`config.mk`:
```
export PLATFORM = sky130hd
export DESIGN_NAME = power_up_down_sequencer_core
export DESIGN_NICKNAME = d
export VERILOG_FILES = /design/src/pusq_pkg.sv /design/src/pusq_step.sv /design/src/power_up_down_sequencer_core.sv
export VERILOG_INCLUDE_DIRS = /design/src /design/src/src
export SDC_FILE = /design/constraint.sdc
export NUM_CORES = 1
export LEC_CHECK = 0
export BUFFER_PORTS_ARGS = -buffer_cell sky130_fd_sc_hd__buf_4
export CORE_AREA = 5 5 163 165
export DETAILED_ROUTE_END_ITERATION = 10
export DIE_AREA = 0 0 168 170
export PLACE_DENSITY = 0.68
export REMOVE_ABC_BUFFERS = 1
export SYNTH_ARGS = -nofsm -noshare
export SYNTH_HDL_FRONTEND = slang
export SYNTH_SLANG_ARGS = --single-unit
```
`constraint.sdc`:
```
create_clock -name clk -period 16.73 [get_ports clk]
set_input_delay 3.346 -clock clk [delete_from_list [all_inputs] [get_ports clk]]
set_output_delay 3.346 -clock clk [all_outputs]
set_load 0.01 [all_outputs]
```
`src/power_up_down_sequencer_core_defines.svh`:
```
// Assertion macros shared by the power sequencer RTL.
// Relies on clk and rst being in scope where a macro is used.
`ifndef POWER_UP_DOWN_SEQUENCER_CORE_DEFINES_SVH
`define POWER_UP_DOWN_SEQUENCER_CORE_DEFINES_SVH

// Checked on every clock edge, masked while reset is applied.
`define PUSQ_ASSERT(lbl, prop, msg) \
  lbl: assert property (@(posedge clk) disable iff (rst) prop) else $error(msg);

// Checked on every clock edge, reset included.
`define PUSQ_ASSERT_ALWAYS(lbl, prop, msg) \
  lbl: assert property (@(posedge clk) prop) else $error(msg);

`endif

```
`src/pusq_pkg.sv`:
```
// Types and constants for the power up/down sequencer.
// Used by pusq_step and power_up_down_sequencer_core; no dependencies.
package pusq_pkg;

  typedef enum logic [3:0] {
    ST_ON_START     = 4'd0,
    ST_ON_DELAY     = 4'd1,
    ST_HOST_RESET   = 4'd2,
    ST_RECOVER      = 4'd3,
    ST_DISP_ON      = 4'd4,
    ST_SECURITY     = 4'd5,
    ST_RUN          = 4'd6,
    ST_CLOSE_SCREEN = 4'd7,
    ST_OFF_DELAY    = 4'd8,
    ST_STANDBY      = 4'd9,
    ST_ACCOFF       = 4'd10,
    ST_ACCOFF2      = 4'd11,
    ST_ERR_RESET    = 4'd12
  } seq_state_t;

  // Message kinds
  localparam logic [1:0] MSG_NONE = 2'd0;
  localparam logic [1:0] MSG_ON   = 2'd1;
  localparam logic [1:0] MSG_OFF  = 2'd2;

  // Off reasons
  localparam logic [1:0] RSN_ON    = 2'd0;
  localparam logic [1:0] RSN_IGN   = 2'd1;
  localparam logic [1:0] RSN_VOLT  = 2'd2;
  localparam logic [1:0] RSN_OTHER = 2'd3;

  // Event pulse bit positions
  localparam int EV_APP_OK = 0;
  localparam int EV_SLEEP  = 1;
  localparam int EV_VOLUME = 2;
  localparam int EV_48K    = 3;

  // Register indexes (byte address bits [4:2])
  localparam int          REG_IDX_W            = 3;
  localparam int          ADDR_W               = 5;
  localparam logic [2:0]  REG_START_WAIT       = 3'd0;
  localparam logic [2:0]  REG_RESET_WAIT       = 3'd1;
  localparam logic [2:0]  REG_RECOVER_WAIT     = 3'd2;
  localparam logic [2:0]  REG_DSP_TIMEOUT      = 3'd3;
  localparam logic [2:0]  REG_CLOSE_WAIT       = 3'd4;
  localparam logic [2:0]  REG_REMOTE_OFF_WAIT  = 3'd5;
  localparam logic [2:0]  REG_ACCOFF_WAIT      = 3'd6;
  localparam logic [2:0]  REG_OPAMP_OFF_WAIT   = 3'd7;

  typedef struct packed {
    logic [15:0] start_wait;
    logic [15:0] reset_wait;
    logic [15:0] recover_wait;
    logic [15:0] dsp_timeout;
    logic [15:0] close_screen_wait;
    logic [15:0] remote_off_wait;
    logic [15:0] accoff_wait;
    logic [15:0] opamp_off_wait;
  } cfg_t;

  localparam cfg_t CFG_RESET = '{
    start_wait:        16'd50,
    reset_wait:        16'd12,
    recover_wait:      16'd60,
    dsp_timeout:       16'd500,
    close_screen_wait: 16'd3,
    remote_off_wait:   16'd375,
    accoff_wait:       16'd625,
    opamp_off_wait:    16'd30
  };

  typedef struct packed {
    logic [1:0] msg_kind;
    logic [1:0] msg_reason;
    logic       ignition_on;
    logic       voltage_error;
    logic       sleep_active;
    logic       dsp_ready;
  } item_t;

  typedef struct packed {
    logic mute;
    logic main_pwr;
    logic remote;
    logic usb;
    logic opamp;
    logic amp;
    logic host_rst;
    logic periph_rst;
  } lvl_t;

  typedef struct packed {
    seq_state_t  seq;
    logic [15:0] timer;
    logic [1:0]  reason;
    logic        pending_on;
    logic        app_started;
    lvl_t        lv;
  } core_state_t;

  localparam core_state_t CORE_RESET = '{
    seq:         ST_ON_START,
    timer:       16'd0,
    reason:      RSN_ON,
    pending_on:  1'b0,
    app_started: 1'b0,
    lv:          '{mute: 1'b1, default: 1'b0}
  };

  typedef struct packed {
    seq_state_t seq;
    logic [1:0] reason;
    lvl_t       lv;
    logic       dsp_pulse;
    logic [3:0] events;
  } result_t;

endpackage

```
`src/pusq_step.sv`:
```
// One sequencer tick: message handling, timer advance and state step.
// Pure combinational; depends on pusq_pkg.
module pusq_step #(
  parameter int ERR_RESET_TICKS = 125
) (
  input  pusq_pkg::core_state_t st,
  input  pusq_pkg::item_t       item,
  input  pusq_pkg::cfg_t        cfg,
  output pusq_pkg::core_state_t st_next,
  output pusq_pkg::result_t     res
);

  localparam logic [15:0] ErrTicks = 16'(ERR_RESET_TICKS);

  pusq_pkg::core_state_t n;
  logic                  dsp_pulse;
  logic [3:0]            events;

  function automatic pusq_pkg::core_state_t power_off_all(pusq_pkg::core_state_t s);
    pusq_pkg::core_state_t r;
    r               = s;
    r.lv.mute       = 1'b1;
    r.lv.amp        = 1'b0;
    r.lv.main_pwr   = 1'b0;
    r.lv.periph_rst = 1'b1;
    r.lv.host_rst   = 1'b1;
    r.lv.usb        = 1'b0;
    r.app_started   = 1'b0;
    return r;
  endfunction

  always_comb begin
    n         = st;
    dsp_pulse = 1'b0;
    events    = '0;

    // message phase: a self-posted power-on wins over the external message
    if (st.pending_on || item.msg_kind == pusq_pkg::MSG_ON) begin
      n.pending_on = 1'b0;
      n.reason     = pusq_pkg::RSN_ON;
      n.seq        = pusq_pkg::ST_ON_DELAY;
      n.timer      = '0;
      n.lv.mute    = 1'b1;
    end else if (item.msg_kind == pusq_pkg::MSG_OFF) begin
      n.reason = item.msg_reason;
      if (item.msg_reason inside {pusq_pkg::RSN_IGN, pusq_pkg::RSN_VOLT}) begin
        if (st.seq < pusq_pkg::ST_CLOSE_SCREEN) begin
          if (item.msg_reason == pusq_pkg::RSN_IGN) begin
            n.seq                        = pusq_pkg::ST_ACCOFF;
            events[pusq_pkg::EV_VOLUME]  = 1'b1;
          end else begin
            n.seq = pusq_pkg::ST_CLOSE_SCREEN;
          end
          n.timer = '0;
        end
      end else begin
        n.timer = '0;
      end
    end

    // saturating tick count
    if (n.timer != 16'hFFFF) begin
      n.timer = n.timer + 16'd1;
    end

    case (n.seq)
      pusq_pkg::ST_ON_START: begin
        if (n.timer >= cfg.start_wait) begin
          if (item.ignition_on && !item.voltage_error) begin
            n.pending_on = 1'b1;
          end else begin
            if (item.voltage_error) begin
              n.reason = pusq_pkg::RSN_VOLT;
            end
            n.seq   = pusq_pkg::ST_OFF_DELAY;
            n.timer = '0;
          end
        end
      end
      pusq_pkg::ST_ON_DELAY: begin
        n.seq           = pusq_pkg::ST_HOST_RESET;
        n.timer         = '0;
        n.lv.mute       = 1'b1;
        n.lv.host_rst   = 1'b1;
        n.lv.periph_rst = 1'b1;
        n.lv.main_pwr   = 1'b1;
        n.lv.remote     = 1'b1;
        n.lv.usb        = 1'b1;
        n.lv.opamp      = 1'b1;
      end
      pusq_pkg::ST_HOST_RESET: begin
        if (n.timer >= cfg.reset_wait) begin
          n.lv.periph_rst = 1'b1;
          n.seq           = pusq_pkg::ST_RECOVER;
          n.timer         = '0;
        end
      end
      pusq_pkg::ST_RECOVER: begin
        if (n.timer >= cfg.recover_wait) begin
          n.timer         = '0;
          n.seq           = pusq_pkg::ST_DISP_ON;
          n.lv.amp        = 1'b1;
          n.lv.host_rst   = 1'b0;
          n.lv.periph_rst = 1'b0;
        end
      end
      pusq_pkg::ST_DISP_ON: begin
        if (n.timer >= cfg.reset_wait) begin
          n.timer   = '0;
          dsp_pulse = 1'b1;
          n.reason  = pusq_pkg::RSN_ON;
          n.seq     = pusq_pkg::ST_SECURITY;
        end
      end
      pusq_pkg::ST_SECURITY: begin
        if (item.dsp_ready || n.timer >= cfg.dsp_timeout) begin
          n.lv.mute                   = 1'b0;
          n.app_started               = 1'b1;
          events[pusq_pkg::EV_APP_OK] = 1'b1;
          events[pusq_pkg::EV_48K]    = 1'b1;
          n.seq                       = pusq_pkg::ST_RUN;
        end
      end
      pusq_pkg::ST_CLOSE_SCREEN: begin
        if (n.timer >= cfg.close_screen_wait) begin
          n       = power_off_all(n);
          n.timer = '0;
          n.seq   = pusq_pkg::ST_OFF_DELAY;
        end
      end
      pusq_pkg::ST_OFF_DELAY: begin
        n.seq = item.ignition_on ? pusq_pkg::ST_STANDBY : pusq_pkg::ST_ACCOFF;
      end
      pusq_pkg::ST_STANDBY: begin
        if (!item.sleep_active && !item.voltage_error) begin
          if (item.ignition_on) begin
            n.pending_on = 1'b1;
          end else begin
            n.seq = pusq_pkg::ST_ACCOFF;
          end
        end
      end
      pusq_pkg::ST_ACCOFF: begin
        if (n.timer >= cfg.remote_off_wait) begin
          n.lv.remote = 1'b0;
        end
        if (n.timer >= cfg.accoff_wait) begin
          n       = power_off_all(n);
          n.seq   = pusq_pkg::ST_ACCOFF2;
          n.timer = '0;
        end else if (item.ignition_on) begin
          n.lv.remote = 1'b1;
          n.seq = n.app_started ? pusq_pkg::ST_SECURITY : pusq_pkg::ST_ON_DELAY;
        end
      end
      pusq_pkg::ST_ACCOFF2: begin
        if (n.timer >= cfg.opamp_off_wait) begin
          n.lv.opamp = 1'b0;
          if (!item.ignition_on) begin
            events[pusq_pkg::EV_SLEEP] = 1'b1;
          end
          n.seq = pusq_pkg::ST_STANDBY;
        end
      end
      pusq_pkg::ST_ERR_RESET: begin
        if (n.timer >= ErrTicks) begin
          n.timer = '0;
          n.seq   = pusq_pkg::ST_ON_START;
        end
      end
      default: begin
        // run and unused codes hold
      end
    endcase
  end

  assign st_next       = n;
  assign res.seq       = n.seq;
  assign res.reason    = n.reason;
  assign res.lv        = n.lv;
  assign res.dsp_pulse = dsp_pulse;
  assign res.events    = events;

endmodule

```
`src/power_up_down_sequencer_core.sv`:
```
// Top level of the power up/down sequencer: register port, input and result stages.
// Depends on pusq_pkg, pusq_step and power_up_down_sequencer_core_defines.svh.
//
//   channel | handshake                       | payload
//   --------+---------------------------------+--------------------------------------
//   in      | in_valid / in_stall             | msg_kind msg_reason ignition_on
//           |                                 | voltage_error sleep_active dsp_ready
//   out     | out_valid / out_stall           | power_state off_reason levels, pulses
//   cfg     | psel penable pwrite pready      | paddr pwdata prdata (8 x 16-bit regs)
//
// One tick beat is taken per cycle while in_stall is low; each beat gives one result
// beat (input register, then the step logic into the result register).
// The state update happens as a beat leaves the input register, so ticks chain
// back to back. rst is synchronous and returns the state, config and valid flags
// to their defaults. out_stall holds the result register; in_stall rises only when
// the input register is full and cannot move on.
`include "power_up_down_sequencer_core_defines.svh"

module power_up_down_sequencer_core #(
  parameter int ERR_RESET_TICKS = 125
) (
  input  logic        clk,
  input  logic        rst,
  // configuration
  input  logic        psel,
  input  logic        penable,
  input  logic        pwrite,
  input  logic [4:0]  paddr,
  input  logic [31:0] pwdata,
  output logic [31:0] prdata,
  output logic        pready,
  // tick input
  input  logic        in_valid,
  output logic        in_stall,
  input  logic [1:0]  msg_kind,
  input  logic [1:0]  msg_reason,
  input  logic        ignition_on,
  input  logic        voltage_error,
  input  logic        sleep_active,
  input  logic        dsp_ready,
  // result
  output logic        out_valid,
  input  logic        out_stall,
  output logic [3:0]  power_state,
  output logic [1:0]  off_reason,
  output logic        mute,
  output logic        main_power,
  output logic        remote_enable,
  output logic        usb_enable,
  output logic        opamp_enable,
  output logic        amp_enable,
  output logic        host_reset_hold,
  output logic        periph_reset_hold,
  output logic        dsp_enable_pulse,
  output logic [3:0]  event_pulses
);

  pusq_pkg::cfg_t        cfg;
  pusq_pkg::core_state_t st;
  pusq_pkg::core_state_t st_next;
  pusq_pkg::item_t       s1_item;
  pusq_pkg::result_t     step_res;
  pusq_pkg::result_t     res;
  logic                  s1_valid;
  logic                  out_free;
  logic                  s1_adv;
  logic                  in_take;
  logic                  cfg_wr;
  logic [pusq_pkg::REG_IDX_W-1:0] reg_idx;

  // ---------------- register port ----------------
  assign pready  = 1'b1;
  assign cfg_wr  = psel && penable && pwrite;
  assign reg_idx = paddr[pusq_pkg::ADDR_W-1:2];

  always_ff @(posedge clk) begin
    if (rst) begin
      cfg <= pusq_pkg::CFG_RESET;
    end else if (cfg_wr) begin
      case (reg_idx)
        pusq_pkg::REG_START_WAIT:      cfg.start_wait        <= pwdata[15:0];
        pusq_pkg::REG_RESET_WAIT:      cfg.reset_wait        <= pwdata[15:0];
        pusq_pkg::REG_RECOVER_WAIT:    cfg.recover_wait      <= pwdata[15:0];
        pusq_pkg::REG_DSP_TIMEOUT:     cfg.dsp_timeout       <= pwdata[15:0];
        pusq_pkg::REG_CLOSE_WAIT:      cfg.close_screen_wait <= pwdata[15:0];
        pusq_pkg::REG_REMOTE_OFF_WAIT: cfg.remote_off_wait   <= pwdata[15:0];
        pusq_pkg::REG_ACCOFF_WAIT:     cfg.accoff_wait       <= pwdata[15:0];
        pusq_pkg::REG_OPAMP_OFF_WAIT:  cfg.opamp_off_wait    <= pwdata[15:0];
        default: begin
        end
      endcase
    end
  end

  always_comb begin
    case (reg_idx)
      pusq_pkg::REG_START_WAIT:      prdata = {16'h0, cfg.start_wait};
      pusq_pkg::REG_RESET_WAIT:      prdata = {16'h0, cfg.reset_wait};
      pusq_pkg::REG_RECOVER_WAIT:    prdata = {16'h0, cfg.recover_wait};
      pusq_pkg::REG_DSP_TIMEOUT:     prdata = {16'h0, cfg.dsp_timeout};
      pusq_pkg::REG_CLOSE_WAIT:      prdata = {16'h0, cfg.close_screen_wait};
      pusq_pkg::REG_REMOTE_OFF_WAIT: prdata = {16'h0, cfg.remote_off_wait};
      pusq_pkg::REG_ACCOFF_WAIT:     prdata = {16'h0, cfg.accoff_wait};
      pusq_pkg::REG_OPAMP_OFF_WAIT:  prdata = {16'h0, cfg.opamp_off_wait};
      default:                       prdata = '0;
    endcase
  end

  // ---------------- handshake ----------------
  assign out_free = !out_valid || !out_stall;
  assign s1_adv   = s1_valid && out_free;
  assign in_stall = s1_valid && !out_free;
  assign in_take  = in_valid && !in_stall;

  // input register
  always_ff @(posedge clk) begin
    if (rst) begin
      s1_valid <= 1'b0;
    end else if (in_take) begin
      s1_valid <= 1'b1;
    end else if (s1_adv) begin
      s1_valid <= 1'b0;
    end
  end

  always_ff @(posedge clk) begin
    if (in_take) begin
      s1_item <= '{msg_kind:      msg_kind,
                   msg_reason:    msg_reason,
                   ignition_on:   ignition_on,
                   voltage_error: voltage_error,
                   sleep_active:  sleep_active,
                   dsp_ready:     dsp_ready};
    end
  end

  // ---------------- tick step ----------------
  pusq_step #(
    .ERR_RESET_TICKS(ERR_RESET_TICKS)
  ) u_step (
    .st      (st),
    .item    (s1_item),
    .cfg     (cfg),
    .st_next (st_next),
    .res     (step_res)
  );

  always_ff @(posedge clk) begin
    if (rst) begin
      st <= pusq_pkg::CORE_RESET;
    end else if (s1_adv) begin
      st <= st_next;
    end
  end

  // result register
  always_ff @(posedge clk) begin
    if (rst) begin
      out_valid <= 1'b0;
    end else if (s1_adv) begin
      out_valid <= 1'b1;
    end else if (!out_stall) begin
      out_valid <= 1'b0;
    end
  end

  always_ff @(posedge clk) begin
    if (s1_adv) begin
      res <= step_res;
    end
  end

  assign power_state       = 4'(res.seq);
  assign off_reason        = res.reason;
  assign mute              = res.lv.mute;
  assign main_power        = res.lv.main_pwr;
  assign remote_enable     = res.lv.remote;
  assign usb_enable        = res.lv.usb;
  assign opamp_enable      = res.lv.opamp;
  assign amp_enable        = res.lv.amp;
  assign host_reset_hold   = res.lv.host_rst;
  assign periph_reset_hold = res.lv.periph_rst;
  assign dsp_enable_pulse  = res.dsp_pulse;
  assign event_pulses      = res.events;

  // ---------------- checks ----------------
  `PUSQ_ASSERT_ALWAYS(a_rst_empty, rst |=> (!s1_valid && !out_valid), "stages not empty after reset")
  `PUSQ_ASSERT(a_stall_only_full, in_stall |-> s1_valid, "input stalled with empty input register")
  `PUSQ_ASSERT(a_adv_fills_out, s1_adv |=> out_valid, "advanced beat lost before result register")
  `PUSQ_ASSERT(a_dsp_pulse_state, (out_valid && dsp_enable_pulse) |-> (power_state == 4'(pusq_pkg::ST_SECURITY)), "DSP enable pulse outside security state")
  `PUSQ_ASSERT(a_app_ok_unmuted, (out_valid && event_pulses[pusq_pkg::EV_APP_OK]) |-> (!mute && power_state == 4'(pusq_pkg::ST_RUN)), "app start event without run and unmute")

endmodule
```
==> results of run 1 <==
## registers in the layout, summed over array words and instances (netlist names), 2 cells and up
signal	cells
cfg	128
st	32
power_state	4
event_pulses	3
off_reason	2
s1_item	8
## tightest hold or removal path, delay by kind of cell (launching register included)
| kind | cells | cell delay [ns] |
|---|---|---|
| and+or+nand+nor | 1 | 0.05 |
| DFF | 1 | 0.31 |
| AOI/OAI and AO/OA | 1 | 0.05 |
## cell usage after synthesis, drive strengths merged, types with 9 or more instances
cell    number  area (µm²)
nand2      275        1035
a21oi      176       880.8
dfxtp      162        3243
inv        134       503.0
ha         130        1627
nor2        96       370.4
clkbuf      75       300.3
o21ai       51       255.2
a211o       36       315.3
buf         33       215.2
nand3       29       145.1
a21o        27       202.7
edfxtp      26       780.8
nor3        22       110.1
nand4       18       112.6
nor2b       18       112.6
nand2b      17       106.4
a211oi      15       112.6
mux2i       14       140.1
a31oi       13       81.33
a32o        13       130.1
and2         9       56.31
nor4         9       68.81
or2          9       56.31
## kinds of logic (layout without fill, tap and decap cells)
group / after synthesis / in the layout
AND/OR/NAND/NOR: 533 / 533
AO/OA/AOI/OAI: 414 / 414
buffers and inverters: 243 / 252
flip-flops: 188 / 188
adder cells (fa/ha/maj): 130 / 130
multiplexers: 25 / 25
XOR/XNOR: 7 / 7
other: 2 / 17
## per-stage QoR
stage                     hold WS, ns  utilization
after floorplan                0.4300            -
after global placement         0.4416       0.5163
after detailed placement       0.4467       0.5163
after CTS                      0.4564       0.5397
after global routing           0.4754       0.5397
final                          0.4589       0.5397
## cell type report
cell class                 instances  area, µm²
sequential                       188       4024
multi-input combinational       1126       7262
clock buffer                      21      493.0
inverter                         135      506.7
timing repair buffer              86      645.6
clock inverter                    10      90.09
tap                              330      412.9
fill                            2357      11460
## placed cells by master, fill, tap and decap left out, types with 6 or more instances in the layout
cell | Yosys | final
inv_1 | 134 | 134
or2_2 | 8 | 8
nor3_1 | 22 | 18
o21a_1 | 7 | 7
a21oi_1 | 176 | 176
a32o_1 | 13 | 13
a211o_1 | 36 | 36
nand2b_1 | 17 | 17
o21ai_0 | 50 | 50
nand3_1 | 29 | 29
nand4_1 | 18 | 18
mux4_2 | 8 | 8
nor2_1 | 94 | 92
ha_1 | 130 | 130
buf_4 | 18 | 86
edfxtp_1 | 26 | 26
nand2_1 | 274 | 274
o211ai_1 | 7 | 7
dfxtp_1 | 162 | 162
nor2b_1 | 18 | 18
nor4_1 | 7 | 7
a31oi_1 | 13 | 13
a221oi_1 | 8 | 8
a211oi_1 | 15 | 15
clkbuf_16 | 0 | 19
conb_1 | 2 | 17
and2_1 | 8 | 8
a21o_1 | 27 | 27
mux2i_1 | 14 | 14
or3_1 | 8 | 8
a22oi_1 | 6 | 6
## power breakdown
group | switching, µW | total, µW | internal [µW]
combinational | 78.8 | 121 | 42.1
clock | 200 | 417 | 217
sequential | 7.25 | 474 | 467
total | 286 | 1010 | 726
## metal layers
| layer | share of wire | vias up | global-route usage |
|---|---|---|---|
| li1 | - | 5408 | - |
| met1 | 0.44 | 5412 | 0.3673 |
| met2 | 0.45 | 471 | 0.4177 |
| met3 | 0.071 | 95 | 0.03438 |
| met4 | 0.041 | 0 | 0.1196 |
| met5 | 0 | - | 0 |
## path summary, 6_finish.rpt
| check | end | slack [ns] |
|---|---|---|
| max | prdata[6] | 7.57 |
| min | cfg[62]$_SDFFE_PP0P_ | 0.46 |
| max reg2reg | periph_reset_hold$_DFFE_PP_ | 9.60 |
| min reg2reg | cfg[62]$_SDFFE_PP0P_ | 0.46 |
==> metrics.md, run 1 <==
| Metric | Value |
|---|---|
| CTS max path bufs | 2 |
| Via count | 11390 |
| Antenna Cells | 0 |
| Slowest stage delay, CP | 0.43 ns |
| Area Overhead vs Synth | 9.931% |
| Post-Place Worst Slack | 7.666 ns |
| DP Wirelength | 26.99 mm |
| Yosys reg bits | 188 |
| Clk root buf | clkbuf_16 |
| Syn Area/Cell | 7.925 µm² |
| Pwr Total | 1012 µW |
| Gpl congestion | 0.9561 |
| Wire per inst | 20.25 µm |
| CP startpoint | paddr[3] |
| Most used cell, CP | buf_4 |
| CTS tree | yes |
| ANT nets after route | 0 |
| Pin count of the biggest net entering global routing | 107 |
| Synth Area in Adders | 0.1331 |
| Post-synthesis sequential area ratio | 0.3293 |
| Placed Area | 0.01285 mm² |
| CP Buf/Inv Count | 4 |
| Residual DRC | 0 |
| Layout Nets | 1736 |
| Post_cts resized | 0 |
| DRT Pass-1 Iters | 6 |
| Synthesis Warnings | 0 |
| Worst skew pair latency | 0.45 ns |
| Slew HR | 0.2078 |
| CTS buffer count | 17 |
| Post-Syn Instances | 1542 |
| H-tree depth | 4 |
| Xor/xnor share of the synthesized area | 0.005017 |
| Crit end category | output pin |
| Post-synth EDFFs | 26 |
| GRT Overall Usage | 0.2659 |
| # IOs | 106 |
| CP delay by family, top | buffers and inverters |
| Vias per Instance | 6.005 |
| Tightest Pin Transition | 1.188 ns |
| Cts hold-fix bufs | 0 |
| Tcrit/Tclk final | 0.5478 |
| Reg-to-Reg Start | s1_item[4]$_DFFE_PP_ |
| Starting Density | 0.4910 |
| Simple-Gate Fraction of Synth Area | 0.1982 |
| Setup bufs post-CTS | 0 |
| Clk_skew | 0.01240 ns |
| GRT overflow | 0 |
| Drt total wl | 38.39 mm |
| Die area | 0.02856 mm² |
| Critical path peak fanout | 40 |
| Non-filler cells, final | 1896 |
| Async SR Flop Fraction | 0 |
| Post-synthesis mux area share | 0.02898 |
| Outcome | completed |
| Inst Count DP | 1865 |
| Post-synthesis cell area | 0.01222 mm² |
| Placeable Area | 0.02489 mm² |
| First-pass GRT wire length | 59.96 mm |
| Yosys cell types | 83 |
| Initial DRC Count | 1047 |
| Port Buf Inserts | 70 |
| Slowest CP cell | buf_4 |
| CP cell instances | buf_4 > inv_1 > buf_4 > nor2_1 > a22o_1 > a221oi_1 > a31oi_1 > buf_4 |
| Unrepaired setup endpoints after global routing | no |
| Cell Rows | 58 |
| Data required, critical path | 13.38 ns |
| Prevailing post-synth register cell | dfxtp_1 |
| Synth Area in Compound Gates | 0.2212 |
| Worst setup margin | 7.566 ns |
| Design Area, Final | 0.01343 mm² |
| Die W | 168 µm |
| Vias in the first global route | 10770 |
| Worst EP arrival | 5.82 ns |
| Crit path depth | 8 |
| Layout cells sized above 1 | 0.09770 |
| Crit start category | input port |
| Max-Cap Viols | 0 |
| PD cells | 75.35 mW/mm² |
| Worst VDD drop | 0.05751 mV |
| Worst hold path class | register to register |
| Setup violators final | 0 |
| Hold Vio Cnt, Final | 0 |
| Hold path start | cfg[62]$_SDFFE_PP0P_ |
| Clock transition at path regs | 0.07 ns |
| Die height | 170 µm |
| Leakage power | 0.005508 µW |
| Clock Sinks | 188 |
| Initial antenna violation count | 0 |
| Cell depth of the worst hold path | 2 |
| Worst R2R Path Depth | 18 |
| Max Fclk | 0.1091 GHz |
| WS Path Type | input port to output pin |
| Main combinational cell family by area after synthesis | compound AO/OA/AOI/OAI gates |
| Pins over their slew limit | 0 |
| Post-route setup TNS | 0 ns |
| Tmin final | 9.164 ns |
Note: power is estimated with default switching activity, not from simulation.
==> run 2: changes to the inputs <==
--- a/config.mk
+++ b/config.mk
@@ -6,11 +6,12 @@
 export SDC_FILE = /design/constraint.sdc
 export NUM_CORES = 1
 export LEC_CHECK = 0
+export ABC_AREA = 1
 export BUFFER_PORTS_ARGS = -buffer_cell sky130_fd_sc_hd__buf_4
-export CORE_AREA = 5 5 163 165
+export CORE_AREA = 5 5 160 162
 export DETAILED_ROUTE_END_ITERATION = 10
-export DIE_AREA = 0 0 168 170
-export PLACE_DENSITY = 0.68
+export DIE_AREA = 0 0 165 167
+export PLACE_DENSITY = 0.71
 export REMOVE_ABC_BUFFERS = 1
 export SYNTH_ARGS = -nofsm -noshare
 export SYNTH_HDL_FRONTEND = slang
==> constraint.sdc (replaced) <==
create_clock -name clk -period 7.8 [get_ports clk]
set_input_delay 1.56 -clock clk [delete_from_list [all_inputs] [get_ports clk]]
set_output_delay 1.56 -clock clk [all_outputs]
set_load 0.01 [all_outputs]
==> metrics.md, run 2 <==
| Metric | Value |
|---|---|
| Outcome | completed |
| Yosys reg bits | 188 (unchanged) |
| Post-synthesis sequential area ratio | 0.3394 (+0.01011) |
| Clock transition at path regs | 0.07 ns (about the same) |
| Tcrit/Tclk final | 0.7189 |
| GRT overflow | 0 (unchanged) |
| Synthesis Warnings | 0 (unchanged) |
| Via count | 10690 (-6.1%) |
| Xor/xnor share of the synthesized area | 0.005171 (+0.0001541) |
| Placed Area | 0.01250 mm² (-2.7%) |
| FF-to-FF End | st[14]$_SDFFE_PP0P_ |
| Critical path peak fanout | 29 (-28%) |
| Dominant cells by area after synthesis | dfxtp_1 (27%), ha_1 (14%), a21oi_1 (9.5%) |
| Antenna Cells | 0 (unchanged) |
| Pin count of the biggest net entering global routing | 113 (+5.6%) |
| Main combinational cell family by area after synthesis | compound AO/OA/AOI/OAI gates |
| Post-synthesis cell area | 0.01186 mm² (-3.0%) |
| Pins over their slew limit | 0 (unchanged) |
| Met2 Use GR | 0.3679 (-0.04982) |
| Initial antenna violation count | 0 (unchanged) |
| Die area | 0.02756 mm² (-3.5%) |
| GR Util met1 | 0.3335 (-0.03381) |
| Clock power frac | 0.409 (-0.003) |
| Cts hold-fix bufs | 0 (unchanged) |
| Top-area cell type share of the netlist area | 0.2735 (+0.008150) |
| Slowest CP cell | o21ai_1 |
| CP startpoint | s1_item[4]$_DFFE_PP_ |
| Area Overhead vs Synth | 10.33% |
| Worst VDD drop | 0.1171 mV (+100%) |
| Post-route setup TNS | 0 ns (unchanged) |
| WS Path Type | register to register |
| Max-Cap Viols | 0 (unchanged) |
| Synth Area in Adders | 0.1372 (+0.004087) |
| Die W | 165 µm (-1.8%) |
| Worst EP arrival | 5.97 ns (+0.15 ns) |
| GRT Overall Usage | 0.2341 (-0.03175) |
| Simple-Gate Fraction of Synth Area | 0.1676 (-0.03064) |
| Wire per inst | 16.34 µm (-19%) |
| Crit start category | register |
| Unrepaired setup endpoints after global routing | no |
| # IOs | 106 (unchanged) |
| Tightest Pin Transition | 1.185 ns (-0.003717 ns) |
| Hold Vio Cnt, Final | 0 (unchanged) |
| Worst skew pair latency | 0.44 ns (about the same) |
| Worst R2R Path Depth | 25 (+7) |
| Max Fclk | 0.1783 GHz |
| Data required, critical path | 8.16 ns (-5.22 ns) |
| Clk_skew | 0.01081 ns (-0.001588 ns) |
| Placeable Area | 0.02396 mm² (-3.7%) |
| Yosys cell types | 49 (-41%) |
| Prevailing post-synth register cell | dfxtp_1 |
| Post-synthesis mux area share | 0 (-0.02898) |
| Gpl congestion | 0.9202 (-3.8%) |
| Clk root buf | clkbuf_16 |
| Clock Sinks | 188 (unchanged) |
| Leakage power | 0.005797 µW (+5.2%) |
| Most frequent cells in the layout | inv_1 (245), a21oi_1 (224), nand2_1 (190) |
| Vias per Instance | 5.458 (-9.1%) |
| Setup crit end | st[14]$_SDFFE_PP0P_ |
| Slew HR | 0.2059 (-0.001825) |
| CTS max path bufs | 2 (unchanged) |
| Port Buf Inserts | 70 (unchanged) |
| Post-synth top cells | inv_1 (246), a21oi_1 (224), nand2_1 (190) |
| Drt total wl | 31.99 mm (-17%) |
| Sw Pwr | 587.6 µW (+110%) |
| Syn Area/Cell | 7.480 µm² (-5.6%) |
| Vias in the first global route | 10100 (-6.2%) |
| Comb pwr share | 0.121 (+0.002) |
| CTS buffer count | 17 (unchanged) |
| DP Wirelength | 23.93 mm (-11%) |
| Biggest registers after layout | cfg x128, st x32, s1_item x8 |
| Layout cells sized above 1 | 0.1077 (+0.01001) |
| H-tree depth | 4 (unchanged) |
| Initial DRC Count | 935 (-11%) |
| Setup bufs post-CTS | 0 (unchanged) |
| Tmin final | 5.607 ns |
| DRT Pass-1 Iters | 5 (-1) |
| Count leader, synth | inv_1 |
| Residual DRC | 0 (unchanged) |
| Design Area, Final | 0.01308 mm² (-2.6%) |
| Crit end category | register |
| Flop-to-flop setup slack | 2.19 ns (-7.41 ns) |
| Most used routing layer | met2 |
| Most flops, register | cfg |
| Starting Density | 0.4948 (+0.003827) |
| Cell Rows | 57 (-1.7%) |
| CTS tree | yes |
| Die height | 167 µm (-1.8%) |
| Async SR Flop Fraction | 0 (unchanged) |
| Post-Syn Instances | 1585 (+2.8%) |
| Worst hold path class | register to register |
| Slowest stage delay, CP | 0.60 ns (+0.17 ns) |
| Synth Area in Compound Gates | 0.2344 (+0.01323) |
| PD cells | 165.7 mW/mm² (+120%) |
| Internal | 1581 µW (+120%) |
| Reg-to-Reg Start | s1_item[4]$_DFFE_PP_ |
| ANT nets after route | 0 (unchanged) |
| Met3 Track Usage GR | 0.02793 (-0.006450) |
| First-pass GRT wire length | 52.28 mm (-13%) |
| Cell depth of the worst hold path | 2 (unchanged) |
| Max reg flops | 128 (unchanged) |
| Layout Nets | 1803 (+3.9%) |
| Setup violators final | 0 (unchanged) |
| Commonest non-fill, non-tap cell in the layout | inv_1 |
| Reg power frac | 0.470 (+0.002) |
| Biggest area consumer among synthesized cells | dfxtp_1 |
| Post_cts resized | 0 (unchanged) |
| Sw Share | 0.2710 (-0.01166) |
| Post-synth EDFFs | 26 (unchanged) |
-- run 2: metrics by stage --
step	cells	setup WS, ns	hold slack, ns	total power, µW	util
global placement	1926	2.382	0.4485	1297	0.5216
CTS	1958	2.249	0.4659	2179	0.5459
finish	1958	2.193	0.4692	2168	0.5459
global route	1958	1.579	0.4963	2260	0.5459
floorplan	1526	2.083	0.4337	1198	-
detailed placement	1926	2.280	0.4516	1301	0.5216
-- run 2: worst min path at each step --
stage                  startpoint            endpoint
2_1_floorplan  st[2]$_SDFFE_PP0P_  st[2]$_SDFFE_PP0P_
3_3_place_gp   st[2]$_SDFFE_PP0P_  st[2]$_SDFFE_PP0P_
3_5_place_dp   st[2]$_SDFFE_PP0P_  st[2]$_SDFFE_PP0P_
4_1_cts        st[8]$_SDFFE_PP0P_  st[8]$_SDFFE_PP0P_
5_1_grt        st[2]$_SDFFE_PP0P_  st[2]$_SDFFE_PP0P_
6_report       st[2]$_SDFFE_PP0P_  st[2]$_SDFFE_PP0P_
-- run 2: worst max-delay path: cells and delay by family, from the launching register on --
family / cells / cell delay, ns
and+or+nand+nor: 12 / 2.48
AOI/OAI and AO/OA: 7 / 1.41
adders and majority gates: 3 / 0.93
DFF: 1 / 0.41
buffers and inverters: 3 / 0.29
-- run 2: area by class of cell --
type | count | area (µm²)
clock buffer | 21 | 450.4
clock inverter | 11 | 131.4
fill | 2355 | 10880
inverter | 257 | 964.7
multi-input combinational | 1081 | 6535
sequential | 188 | 4024
tap | 324 | 405.4
timing repair buffer | 76 | 570.5
-- run 2: logic make-up (layout without fill, tap and decap cells) --
family	count (synthesis)	after routing
buffers and inverters	331	365
AND/OR/NAND/NOR	426	426
other	2	17
XOR/XNOR	7	7
flip-flops	188	188
AO/OA/AOI/OAI	501	501
adder cells (fa/ha/maj)	130	130
-- run 2: power by group through the flow --
stage / sequential (µW) / combinational, µW / clock, µW
3_5_place_dp: 1040 / 260 / 0
3_3_place_gp: 1040 / 256 / 0
5_1_grt: 1020 / 293 / 946
6_report: 1020 / 262 / 886
4_1_cts: 1020 / 262 / 897
2_1_floorplan: 1040 / 155 / 0
-- run 2: metal layers --
layer / part of all wire / vias to the layer above
met1: 0.48 / 4940
li1: - / 5445
met4: 0.022 / 0
met5: 0 / -
met3: 0.046 / 44
met2: 0.46 / 258
==> run 3: changes to the inputs <==
--- a/config.mk
+++ b/config.mk
@@ -11,7 +11,7 @@
 export CORE_AREA = 5 5 160 162
 export DETAILED_ROUTE_END_ITERATION = 10
 export DIE_AREA = 0 0 165 167
-export PLACE_DENSITY = 0.71
+export PLACE_DENSITY = 0.68
 export REMOVE_ABC_BUFFERS = 1
 export SYNTH_ARGS = -nofsm -noshare
 export SYNTH_HDL_FRONTEND = slang
==> constraint.sdc (replaced) <==
create_clock -name clk -period 5.25 [get_ports clk]
set_input_delay 1.05 -clock clk [delete_from_list [all_inputs] [get_ports clk]]
set_output_delay 1.05 -clock clk [all_outputs]
set_load 0.01 [all_outputs]
==> metrics.md, run 3 (same netlist as run 2, synthesis figures left out) <==
| Metric | Value |
|---|---|
| Worst R2R Path Depth | 29 (+16%) |
| Most flops, register | cfg |
| CP startpoint | s1_item[4]$_DFFE_PP_ |
| Slowest CP cell | edfxtp_1 |
| Flop-to-flop setup slack | 0.35 ns (-1.84 ns) |
| Area Overhead vs Synth | 12.78% |
| Worst EP arrival | 5.19 ns (-0.78 ns) |
| Setup crit end | st[14]$_SDFFE_PP0P_ |
| Crit end category | register |
| Crit path depth | 29 (+16%) |
| Routed length on met3 | 1.536 mm (+4.9%) |
| Antenna Cells | 0 (unchanged) |
| Clock transition at path regs | 0.08 ns (about the same) |
| Pins over their slew limit | 0 (unchanged) |
| DRT Pass-1 Iters | 6 (+1) |
| GRT overflow | 0 (unchanged) |
| Tcrit/Tclk final | 0.9328 (+0.2139) |
| Clock Sinks | 188 (unchanged) |
| Biggest registers after layout | cfg x128, st x32, s1_item x8 |
| # IOs | 106 (unchanged) |
| Wire per inst | 16.34 µm (about the same) |
| Max layer used | met4 |
| Initial DRC Count | 886 (-5.2%) |
| Hold Vio Cnt, Final | 0 (unchanged) |
| Tightest Pin Transition | 0.7924 ns (-0.3922 ns) |
| Critical path peak fanout | 12 (-59%) |
| CTS tree | yes |
| DP Wirelength | 24.47 mm (+2.3%) |
| Die W | 165 µm (unchanged) |
| Drt total wl | 32.42 mm (+1.3%) |
| Worst VDD drop | 0.1912 mV (+63%) |
| Worst skew pair latency | 0.45 ns (about the same) |
| FF-to-FF End | st[14]$_SDFFE_PP0P_ |
| Commonest non-fill, non-tap cell in the layout | inv_1 |
| Via count | 10790 (+0.96%) |
| Data required, critical path | 5.55 ns (-2.61 ns) |
| Cell Rows | 57 (unchanged) |
| Reg-to-Reg Start | s1_item[4]$_DFFE_PP_ |
| Die height | 167 µm (unchanged) |
| DR WL met2 | 14.72 mm (+1.1%) |
| Worst hold path class | register to register |
| Clk_skew | 0.01670 ns (+0.005888 ns) |
| WS Path Type | register to register |
| Slew HR | 0.4705 (+0.2645) |
| Pin count of the biggest net entering global routing | 52 (-54%) |
| Setup violators final | 0 (unchanged) |
| Starting Density | 0.4948 (unchanged) |
| First-pass GRT wire length | 52.41 mm (+0.25%) |
| Die area | 0.02756 mm² (unchanged) |
| WHS | 0.4683 ns (-0.0009620 ns) |
| Crit start category | register |
| Outcome | completed |
| Gpl congestion | 0.8868 (-3.6%) |
| Layout cells sized above 1 | 0.1325 (+0.02482) |
| Non-filler cells, final | 1984 (+1.3%) |
| Inst Count DP | 1946 (+1.0%) |
| Vias per Instance | 5.439 (-0.36%) |
| ANT nets after route | 0 (unchanged) |
| Tmin final | 4.897 ns (-0.7101 ns) |
| Placeable Area | 0.02396 mm² (unchanged) |
| CTS buffer count | 17 (unchanged) |
| CTS max path bufs | 2 (unchanged) |
| Max-Cap Viols | 0 (unchanged) |
| Max Fclk | 0.2042 GHz (+14%) |
| Slowest stage delay, CP | 0.40 ns (-0.20 ns) |
| Port Buf Inserts | 70 (unchanged) |
| Most frequent cells in the layout | inv_1 (241), a21oi_1 (223), nand2_1 (185) |
| Max reg flops | 128 (unchanged) |
| CP Buf/Inv Count | 6 (+3) |
| PD cells | 243.9 mW/mm² (+47%) |
| Cts hold-fix bufs | 0 (unchanged) |
| Vias in the first global route | 10080 (-0.21%) |
| H-tree depth | 4 (unchanged) |
| Layout Nets | 1829 (+1.4%) |
| Most used cell, CP | nand2_1 |
| Residual DRC | 0 (unchanged) |
| CP delay by family, top | simple AND/OR/NAND/NOR gates |
| Initial antenna violation count | 0 (unchanged) |
| Clk root buf | clkbuf_16 |
| Leakage power | 0.005969 µW (+3.0%) |
| M1 WL | 15.59 mm (+2.2%) |
| GRT Overall Usage | 0.2342 (about the same) |
[run 3: cell type report]
type / instances / area [µm²]
fillers: 2340 / 10590
multi-input cells: 1081 / 6590
flip-flops and latches: 188 / 4024
inverters: 257 / 972.2
repair buffers: 102 / 778.2
clock buffers: 17 / 425.4
well taps: 324 / 405.4
clock inverters: 15 / 176.4
[run 3: repair_timing]
item                                    4_1_cts  5_1_grt
resized for setup                             0       19
setup buffers                                 0        6
endpoints found under the setup margin        0       25
[run 3: worst register-to-register path, delay by kind of cell, from the launching register on]
family / cells / cell delay, ns
simple gates: 16 / 2.15
fa+ha+maj: 3 / 0.90
buf+inv: 6 / 0.81
compound gates: 4 / 0.48
flops: 1 / 0.40
[run 3: layer usage]
layer	vias up	global-route usage
met3	46	0.03856
li1	5506	-
met1	4980	0.3340
met2	258	0.3695
met4	0	0.05750
met5	-	0
[run 3: report_power, final]
part           leakage [µW]  internal, µW  switching (µW)
sequential          0.00156          1500            15.6
combinational       0.00411           139             269
clock              0.000295           682             657
[run 3: worst min path at each step]
stage / startpoint / end / slack (ns) / cells after the start
2_1_floorplan: st[2]$_SDFFE_PP0P_ / st[2]$_SDFFE_PP0P_ / 0.43 / 2
3_3_place_gp: st[2]$_SDFFE_PP0P_ / st[2]$_SDFFE_PP0P_ / 0.45 / 2
3_5_place_dp: st[2]$_SDFFE_PP0P_ / st[2]$_SDFFE_PP0P_ / 0.45 / 2
4_1_cts: st[2]$_SDFFE_PP0P_ / st[2]$_SDFFE_PP0P_ / 0.46 / 2
5_1_grt: cfg[103]$_SDFFE_PP0P_ / cfg[103]$_SDFFE_PP0P_ / 0.50 / 2
6_report: st[2]$_SDFFE_PP0P_ / st[2]$_SDFFE_PP0P_ / 0.47 / 2
[run 3: through the flow]
stage               power [µW]  instance area [µm²]  worst slack [ns]  TNS (ns)    util
floorplan                 1780                11510           0.04253         0       -
global placement          1938                12660            0.4221         0  0.5284
detailed placement        1944                12660            0.3394         0  0.5284
CTS                       3277                13260            0.3081         0  0.5535
global route              3390                13370          -0.04187   -0.1854  0.5580
finish                    3261                13370            0.3527         0  0.5580
